### config.mk
export PLATFORM = sky130hd
export DESIGN_NAME = nibble_frame_receiver
export DESIGN_NICKNAME = d
export VERILOG_FILES = /design/src/design/nfr_pkg.sv /design/src/design/nfr_decoder.sv /design/src/design/nibble_frame_receiver.sv
export SDC_FILE = /design/constraint.sdc
export NUM_CORES = 1
export LEC_CHECK = 0
export BUFFER_PORTS_ARGS = -buffer_cell sky130_fd_sc_hd__buf_2
export CELL_PAD_IN_SITES_DETAIL_PLACEMENT = 1
export CELL_PAD_IN_SITES_GLOBAL_PLACEMENT = 1
export CORE_ASPECT_RATIO = 2
export CORE_MARGIN = 3
export CORE_UTILIZATION = 40
export DETAILED_ROUTE_END_ITERATION = 7
export GPL_TIMING_DRIVEN = 0
export PLACE_DENSITY = 0.83
export REMOVE_ABC_BUFFERS = 1
export SYNTH_ARGS = -nofsm -noshare
export SYNTH_HDL_FRONTEND = slang
export SYNTH_SLANG_ARGS = --single-unit
### constraint.sdc
create_clock -name i_clk -period 4.5 [get_ports i_clk]
set_clock_uncertainty 0.2 [all_clocks]
set_input_delay 0.675 -clock i_clk [delete_from_list [all_inputs] [get_ports i_clk]]
set_output_delay 0.675 -clock i_clk [all_outputs]
set_load 0.01 [all_outputs]
### src/design/nfr_pkg.sv
// Shared types, constants and the CRC-8 step for the nibble frame receiver.
`default_nettype none
package nfr_pkg;

    localparam int MAX_FRAME_BYTES = 64;

    localparam logic [7:0]  SYM_STX       = 8'h02;
    localparam logic [7:0]  SYM_ETX       = 8'h03;
    localparam logic [7:0]  CRC_POLY      = 8'h8C;
    localparam logic [3:0]  NIBBLE_MASK   = 4'hF;
    localparam logic [15:0] TIMEOUT_RESET = 16'd1000;
    localparam logic [15:0] TICKS_MAX     = 16'hFFFF;

    localparam logic [7:0]  MAX_BYTES = 8'(MAX_FRAME_BYTES);

    localparam logic REQ_BYTE = 1'b0;
    localparam logic REQ_TICK = 1'b1;

    localparam logic KIND_DATA   = 1'b0;
    localparam logic KIND_STATUS = 1'b1;

    localparam logic [1:0] ST_OK      = 2'd0;
    localparam logic [1:0] ST_BAD_CRC = 2'd1;
    localparam logic [1:0] ST_OVERFLOW = 2'd2;
    localparam logic [1:0] ST_TIMEOUT = 2'd3;

    // Register byte-address bit that selects the register (one register, at 0)
    localparam logic REG_TIMEOUT = 1'b0;

    typedef struct packed {
        logic       valid;
        logic       kind;
        logic [7:0] data;
        logic [1:0] status;
        logic [7:0] len;
    } t_result;

    // Reflected CRC-8, one byte
    function automatic logic [7:0] crc8_step(input logic [7:0] crc, input logic [7:0] b);
        logic [7:0] c;
        logic [7:0] d;
        logic       mix;
        c = crc;
        d = b;
        for (int i = 0; i < 8; i++) begin
            mix = c[0] ^ d[0];
            c = c >> 1;
            if (mix) begin
                c = c ^ CRC_POLY;
            end
            d = d >> 1;
        end
        return c;
    endfunction

endpackage
`default_nettype wire

### src/design/nfr_decoder.sv
// Frame state, nibble decode, CRC and timeout; produces at most one result per item.
`default_nettype none
module nfr_decoder (
    input  wire logic            i_clk,
    input  wire logic            i_rst_n,
    input  wire logic            i_accept,
    input  wire logic            i_req_type,
    input  wire logic [7:0]      i_rx_byte,
    input  wire logic [15:0]     i_timeout_ticks,
    output nfr_pkg::t_result     o_result
);
    import nfr_pkg::*;

    logic        r_in_frame,    n_in_frame;
    logic        r_expect_high, n_expect_high;
    logic [3:0]  r_high_nibble, n_high_nibble;
    logic [7:0]  r_byte_count,  n_byte_count;
    logic [7:0]  r_held_byte,   n_held_byte;
    logic [7:0]  r_crc,         n_crc;
    logic [15:0] r_elapsed,     n_elapsed;
    t_result     res;

    always_comb begin
        logic        go_idle;
        logic        open_frame;
        logic        code_ok;
        logic [15:0] ticks;
        go_idle       = 1'b0;
        open_frame    = 1'b0;
        res           = '0;
        n_in_frame    = r_in_frame;
        n_expect_high = r_expect_high;
        n_high_nibble = r_high_nibble;
        n_byte_count  = r_byte_count;
        n_held_byte   = r_held_byte;
        n_crc         = r_crc;
        ticks         = (r_elapsed == TICKS_MAX) ? r_elapsed : r_elapsed + 16'd1;
        n_elapsed     = r_elapsed;
        code_ok       = (i_rx_byte[7:4] == (i_rx_byte[3:0] ^ NIBBLE_MASK));

        if (i_req_type == REQ_TICK) begin
            n_elapsed = ticks;
            if (ticks >= i_timeout_ticks) begin
                res.valid  = 1'b1;
                res.kind   = KIND_STATUS;
                res.status = ST_TIMEOUT;
                go_idle    = 1'b1;
            end
        end else if (i_rx_byte == SYM_STX) begin
            go_idle    = 1'b1;
            open_frame = 1'b1;
        end else if (i_rx_byte == SYM_ETX) begin
            res.valid = 1'b1;
            res.kind  = KIND_STATUS;
            go_idle   = 1'b1;
            if (r_byte_count == 8'd0) begin
                res.status = ST_BAD_CRC;
            end else begin
                res.status = (r_crc == r_held_byte) ? ST_OK : ST_BAD_CRC;
                res.len    = r_byte_count - 8'd1;
            end
        end else if (code_ok && r_in_frame) begin
            if (r_expect_high) begin
                n_high_nibble = i_rx_byte[7:4];
                n_expect_high = 1'b0;
            end else begin
                n_expect_high = 1'b1;
                if (r_byte_count >= MAX_BYTES) begin
                    res.valid  = 1'b1;
                    res.kind   = KIND_STATUS;
                    res.status = ST_OVERFLOW;
                    go_idle    = 1'b1;
                end else begin
                    if (r_byte_count != 8'd0) begin
                        res.valid = 1'b1;
                        res.kind  = KIND_DATA;
                        res.data  = r_held_byte;
                        n_crc     = crc8_step(r_crc, r_held_byte);
                    end
                    n_held_byte  = {r_high_nibble, i_rx_byte[7:4]};
                    n_byte_count = r_byte_count + 8'd1;
                end
            end
        end

        if (go_idle) begin
            n_in_frame    = open_frame;
            n_expect_high = 1'b1;
            n_high_nibble = '0;
            n_byte_count  = '0;
            n_held_byte   = '0;
            n_crc         = '0;
            n_elapsed     = '0;
        end
    end

    always_ff @(posedge i_clk) begin
        if (!i_rst_n) begin
            r_in_frame    <= 1'b0;
            r_expect_high <= 1'b1;
            r_high_nibble <= '0;
            r_byte_count  <= '0;
            r_held_byte   <= '0;
            r_crc         <= '0;
            r_elapsed     <= '0;
        end else if (i_accept) begin
            r_in_frame    <= n_in_frame;
            r_expect_high <= n_expect_high;
            r_high_nibble <= n_high_nibble;
            r_byte_count  <= n_byte_count;
            r_held_byte   <= n_held_byte;
            r_crc         <= n_crc;
            r_elapsed     <= n_elapsed;
        end
    end

    assign o_result = res;

    a_count_bound: assert property (@(posedge i_clk) disable iff (!i_rst_n)
        r_byte_count <= MAX_BYTES)
        else $error("byte count beyond frame limit");

    a_status_idles: assert property (@(posedge i_clk) disable iff (!i_rst_n)
        (i_accept && res.valid && res.kind == KIND_STATUS)
        |=> (!r_in_frame && r_byte_count == 8'd0 && r_elapsed == 16'd0))
        else $error("status did not return to idle");

    a_data_in_frame: assert property (@(posedge i_clk) disable iff (!i_rst_n)
        (res.valid && res.kind == KIND_DATA) |-> (r_in_frame && r_byte_count != 8'd0))
        else $error("data item outside a frame");

endmodule
`default_nettype wire

### src/design/nibble_frame_receiver.sv
// Top level of the nibble frame receiver: stream ports, output register, APB register.
// Each input item is either a line byte or a timer tick; one item is taken every cycle
// and yields zero or one result item, registered in a single output register and shown
// in the next cycle, so the rate is one item per clock while the sink keeps up.
// A decoded payload byte is emitted when the next byte completes, so the trailing CRC
// byte never appears; ETX, overflow and timeout each give a status item and reset the
// frame state. timeout_ticks (reset 1000) lives at APB address 0.
`default_nettype none
module nibble_frame_receiver (
    input  wire logic        i_clk,
    input  wire logic        i_rst_n,
    // input stream
    input  wire logic        i_s_axis_tvalid,
    output      logic        o_s_axis_tready,
    input  wire logic [7:0]  i_s_axis_tdata,   // [7:0] rx_byte
    input  wire logic        i_s_axis_tuser,   // [0] req_type
    // result stream
    output      logic        o_m_axis_tvalid,
    input  wire logic        i_m_axis_tready,
    output      logic [23:0] o_m_axis_tdata,   // [7:0] data_byte, [9:8] frame_status,
                                               // [17:10] payload_length, [23:18] zero
    output      logic        o_m_axis_tuser,   // [0] result_kind
    // configuration
    input  wire logic        psel,
    input  wire logic        penable,
    input  wire logic        pwrite,
    input  wire logic [2:0]  paddr,
    input  wire logic [31:0] pwdata,
    output      logic [31:0] prdata,
    output      logic        pready
);
    import nfr_pkg::*;

    logic [15:0] r_timeout_ticks;
    logic        r_out_valid;
    logic        r_out_kind;
    logic [23:0] r_out_data;
    logic        in_accept;
    t_result     result;

    assign pready = 1'b1;
    assign prdata = (paddr[2] == REG_TIMEOUT) ? {16'd0, r_timeout_ticks} : 32'd0;

    always_ff @(posedge i_clk) begin
        if (!i_rst_n) begin
            r_timeout_ticks <= TIMEOUT_RESET;
        end else if (psel && penable && pwrite && pready && paddr[2] == REG_TIMEOUT) begin
            r_timeout_ticks <= pwdata[15:0];
        end
    end

    assign o_s_axis_tready = !r_out_valid || i_m_axis_tready;
    assign in_accept       = i_s_axis_tvalid && o_s_axis_tready;

    nfr_decoder u_decoder (
        .i_clk           (i_clk),
        .i_rst_n         (i_rst_n),
        .i_accept        (in_accept),
        .i_req_type      (i_s_axis_tuser),
        .i_rx_byte       (i_s_axis_tdata),
        .i_timeout_ticks (r_timeout_ticks),
        .o_result        (result)
    );

    always_ff @(posedge i_clk) begin
        if (!i_rst_n) begin
            r_out_valid <= 1'b0;
        end else if (in_accept) begin
            r_out_valid <= result.valid;
        end else if (i_m_axis_tready) begin
            r_out_valid <= 1'b0;
        end
    end

    always_ff @(posedge i_clk) begin
        if (in_accept) begin
            r_out_kind <= result.kind;
            r_out_data <= {6'd0, result.len, result.status, result.data};
        end
    end

    assign o_m_axis_tvalid = r_out_valid;
    assign o_m_axis_tuser  = r_out_kind;
    assign o_m_axis_tdata  = r_out_data;

    a_result_loaded: assert property (@(posedge i_clk) disable iff (!i_rst_n)
        (in_accept && result.valid) |=> r_out_valid)
        else $error("result lost at output register");

    a_no_overwrite: assert property (@(posedge i_clk) disable iff (!i_rst_n)
        (r_out_valid && !i_m_axis_tready) |-> !in_accept)
        else $error("input taken while result stalled");

    a_cfg_write: assert property (@(posedge i_clk) disable iff (!i_rst_n)
        (psel && penable && pwrite && paddr[2] == REG_TIMEOUT)
        |=> (r_timeout_ticks == $past(pwdata[15:0])))
        else $error("timeout register not written");

endmodule
`default_nettype wire

==> key figures <==
Route
  – Detail-routed net length per standard cell: 19.1 um
  – Total routed wirelength: 14500 um
  – Count of nets left with antenna violations after detail routing: 0
  – Post-route DRC: 0
  – Routed vias: 4410
  – Post-DR vias/cell: 5.78
  – Number of DRC markers after the initial detailed-route iteration: 185
  – Number of search-and-repair iterations in the first detailed-routing pass: 4

Synthesis
  – Leading cell types by total area after synthesis: sky130_fd_sc_hd__dfxtp_1 (27%), sky130_fd_sc_hd__edfxtp_1 (12%), sky130_fd_sc_hd__a21oi_1 (5.6%)
  – Cell area after technology mapping: 0.00470 mm2
  – Area leader, netlist: sky130_fd_sc_hd__dfxtp_1
  – Count of different cell masters after synthesis: 61
  – Synth Warn #: 0
  – Post-synth top area share: 26.8%
  – FFs w/ async S/R, synth: 0%
  – Sequential fraction of the synthesis area: between 30% and 40%
  – Synthesis-stage register bit count: 82
  – Number of enable-type register cells in the synthesized netlist: 19
  – Post-synth top flop: sky130_fd_sc_hd__dfxtp_1
  – Post-synthesis cell count: between 500 and 600
  – Mean instance size in the synthesized netlist: ~8.5 um2

Critical path
  – Buffers plus inverters on the worst setup path: 2
  – Slowest library cell on the worst path: sky130_fd_sc_hd__or4b_2
  – Launching element type of the critical path: register
  – Type of the worst setup path: reg -> reg
  – Largest driver fanout on the critical path: 16
  – Worst endpoint data arrival time: 4330 ps
  – Register-to-Register Setup Slack: 170 ps
  – Required time of the critical path: between 4000 and 5000 ps
  – Cell family with most CP delay: simple AND/OR/NAND/NOR gates
  – Cell chain of the critical path: nand4_1, or4b_2, nor2_1, mux2_2, ha_1, nand4_1, buf_4, o21bai_1, a2111oi_4, buf_4, and3_2, o41ai_1, a21oi_1
  – Biggest cell delay along the critical path: 730 ps
  – Category of the worst setup path capture point: register

Clocking
  – Number of buffers created by CTS: 9
  – Clk sink count: 82
  – Root buffer cell: sky130_fd_sc_hd__clkbuf_16
  – Htree depth: 3
  – CTS clock-pin slew for the worst setup and hold paths: 60 ps
  – Worst-skew pair later-pin latency: 350 ps
  – Clock Path Buffers: 2
  – Number of buffers added to fix hold violations after cts: 0
  – Clock tree from TritonCTS: done

Placement
  – Half-perimeter wire length after placement: ~10000 um
  – Routability congestion estimate: 0.893
  – Count of input and output buffers: 69

Timing
  – Worst slew margin relative to its limit: 20.7%
  – Number of max-slew violations in the final report: 0
  – Setup violation total in the final timing report: 0
  – Worst hold margin: approximately 260 ps
  – Transition time at the pin with the least slew margin: roughly 1200 ps
  – Highest clock frequency the design can meet: 0.231 GHz
  – Period utilisation layout: just under 100%
  – Final Hold Fails: 0
  – Accumulated negative setup slack: 0 ps
  – Tmin final: 4330 ps

GRT
  – Total global routing track utilization: 22.5%
  – Antenna violations before repair: 0
  – Via count of the first global-routing pass: 4775
  – Global-route wire length before repair: 22900 um
  – Aggregate global routing overflow: 0
  – Maximum number of pins on one net before global-route repair: 35

Floorplan
  – Die extent in x: 82.6 um
  – Number of ports placed on the die boundary: 111
  – Starting density of the core: about 41%
  – Die Y-Extent: roughly 160 um
  – Total die area: 0.0132 mm2
  – Std-Cell Rows: 55
  – Core region area: 0.0114 mm2

Flow run
  – Max cap viols: 0

Pwr
  – Leakage power total: 0.00225 uW
  – Peak supply drop: 193 uV
  – Power per Cell Area: approximately 320 mW/mm2

Final layout
  – Number of antenna cells inserted: 0
  – Post-layout nets: 686
  – Synth-to-layout area growth: 18.8%
  – Share of final-layout standard cells stronger than drive strength 1: 19.2%

Worst hold path
  – Kind of path behind the tightest hold check: reg -> reg

Outcome
  – Status: finished clean
==> cell families (layout without fill, tap and decap cells) <==
group           Yosys count  in the layout  share of synthesized area [%]
buf+inv                  69            117                           7.59
fa+ha+maj                19             19                           5.06
compound gates          127            127                           17.4
simple gates            210            211                           22.5
other cells               2             23                          0.160
mux                       3              3                          0.719
flops                    82             82                           39.0
xor+xnor                 39             39                           7.56
==> final timing paths <==
| path | end | cells after the start | from |
|---|---|---|---|
| min | r_timeout_ticks[4] | 2 | r_timeout_ticks[4] |
| min reg2reg | r_timeout_ticks[4] | 2 | r_timeout_ticks[4] |
| max | u_decoder.r_byte_count[4] | 13 | u_decoder.r_elapsed[4] |
| max reg2reg | u_decoder.r_byte_count[4] | 13 | u_decoder.r_elapsed[4] |
==> routing by layer <==
layer | share of wire (%) | vias up | track usage [%]
li1 | - | 2066 | -
met1 | 34 | 2157 | 20.7
met2 | 57 | 143 | 42.4
met3 | 3.7 | 44 | 4.25
met4 | 5.2 | 0 | 13.6
met5 | 0 | - | 0
==> cells in the final DEF, fill, tap and decap left out, types with 3 or more instances in the layout <==
cell type | netlist | layout
sky130_fd_sc_hd__dfxtp_1 | 63 | 63
sky130_fd_sc_hd__o31ai_1 | 11 | 9
sky130_fd_sc_hd__buf_2 | 3 | 69
sky130_fd_sc_hd__and2_1 | 12 | 12
sky130_fd_sc_hd__o21ai_0 | 13 | 12
sky130_fd_sc_hd__conb_1 | 2 | 23
sky130_fd_sc_hd__nand2_1 | 65 | 64
sky130_fd_sc_hd__or4_1 | 3 | 3
sky130_fd_sc_hd__xnor2_1 | 29 | 29
sky130_fd_sc_hd__edfxtp_1 | 19 | 19
sky130_fd_sc_hd__buf_4 | 23 | 9
sky130_fd_sc_hd__and4_1 | 3 | 3
sky130_fd_sc_hd__a21o_1 | 3 | 3
sky130_fd_sc_hd__inv_1 | 23 | 23
sky130_fd_sc_hd__mux2_2 | 3 | 3
sky130_fd_sc_hd__nor3_1 | 7 | 5
sky130_fd_sc_hd__a21oi_1 | 53 | 52
sky130_fd_sc_hd__clkbuf_16 | 0 | 9
sky130_fd_sc_hd__o211ai_1 | 6 | 6
sky130_fd_sc_hd__nand2b_1 | 3 | 3
sky130_fd_sc_hd__nand3_1 | 33 | 32
sky130_fd_sc_hd__nand4_1 | 14 | 14
sky130_fd_sc_hd__nor2b_1 | 4 | 4
sky130_fd_sc_hd__o22ai_1 | 4 | 4
sky130_fd_sc_hd__xor2_1 | 9 | 9
sky130_fd_sc_hd__a31oi_1 | 9 | 8
sky130_fd_sc_hd__and3_1 | 7 | 6
sky130_fd_sc_hd__or3_1 | 6 | 6
sky130_fd_sc_hd__a32o_1 | 5 | 5
sky130_fd_sc_hd__bufinv_16 | 0 | 3
sky130_fd_sc_hd__o2bb2ai_1 | 6 | 6
sky130_fd_sc_hd__ha_1 | 19 | 19
sky130_fd_sc_hd__nor2_1 | 38 | 38
==> registers in the layout, indices dropped and copies added, names as in the netlist <==
| register | flops |
|---|---|
| u_decoder.r_byte_count | 8 |
| u_decoder.r_expect_high | 1 |
| o_m_axis_tvalid | 1 |
| u_decoder.r_crc | 8 |
| u_decoder.r_elapsed | 16 |
| u_decoder.r_high_nibble | 4 |
| u_decoder.r_in_frame | 1 |
| r_timeout_ticks | 16 |
| o_m_axis_tuser | 1 |
| u_decoder.r_held_byte | 8 |
| o_m_axis_tdata | 18 |
==> final cells by class <==
class                           count  area, um2
Tap cell                          142        178
Sequential cell                    82       1830
Clock inverter                      6        113
Fill cell                        1395       5840
Inverter                           23       86.3
Timing Repair Buffer               78        413
Clock buffer                       10        239
Multi-Input combinational cell    422       2720
==> cells in the mapped netlist, drive strengths merged, types with 3 or more instances <==
cell and instances:
mux2 3, nor3 7, xor2 9, edfxtp 19, nand3 34, buf 29
inv 23, o21ai 14, a32o 5, o2bb2ai 6, and3 7, or4 3
nor2b 4, nand2b 4, a21oi 53, dfxtp 63, nand4 14, o31ai 11
nand2 65, o22ai 4, and4 3, xnor2 29, a21o 3, a31oi 9
o211ai 6, nor2 39, nor4 3, ha 19, clkbuf 17, or3 6
and2 12
==> worst reg2reg max path, cell delays in order, from the launching register on <==
cell                        delay [ps]
sky130_fd_sc_hd__dfxtp_1           460
sky130_fd_sc_hd__nand4_1           270
sky130_fd_sc_hd__or4b_2            730
sky130_fd_sc_hd__nor2_1            170
sky130_fd_sc_hd__mux2_2            370
sky130_fd_sc_hd__ha_1              300
sky130_fd_sc_hd__nand4_1            80
sky130_fd_sc_hd__buf_4             170
sky130_fd_sc_hd__o21bai_1          290
sky130_fd_sc_hd__a2111oi_4          90
sky130_fd_sc_hd__buf_4             170
sky130_fd_sc_hd__and3_2            360
sky130_fd_sc_hd__o41ai_1           420
sky130_fd_sc_hd__a21oi_1           110
==> through the flow <==
stage | util [%] | cell area [um2] | cells | total power, uW | worst slack [ps]
after global routing | 48.9 | 5580 | 763 | 1860 | -64.1
after CTS | 48.0 | 5490 | 757 | 1810 | 13.2
final | 48.9 | 5580 | 763 | 1810 | 170
after floorplan | - | 4510 | 526 | 870 | 186
after global placement | 44.0 | 5030 | 737 | 929 | -1030
after detailed placement | 44.1 | 5040 | 738 | 936 | -1220
==> where the power goes <==
part,switching [uW],leakage (uW),total [uW],internal [uW]
Clock,313,0.000173,873,559
Sequential,5.61,0.000703,771,765
Combinational,111,0.00138,163,52.9
Total,430,0.00225,1810,1380
==> what timing repair did <==
action,4_1_cts,5_1_grt
pin swaps,1,4
setup endpoints to repair,47,25
buffers inserted,2,6
resized for setup,13,9
cloned,1,0
(Power assumes the default switching activity.)
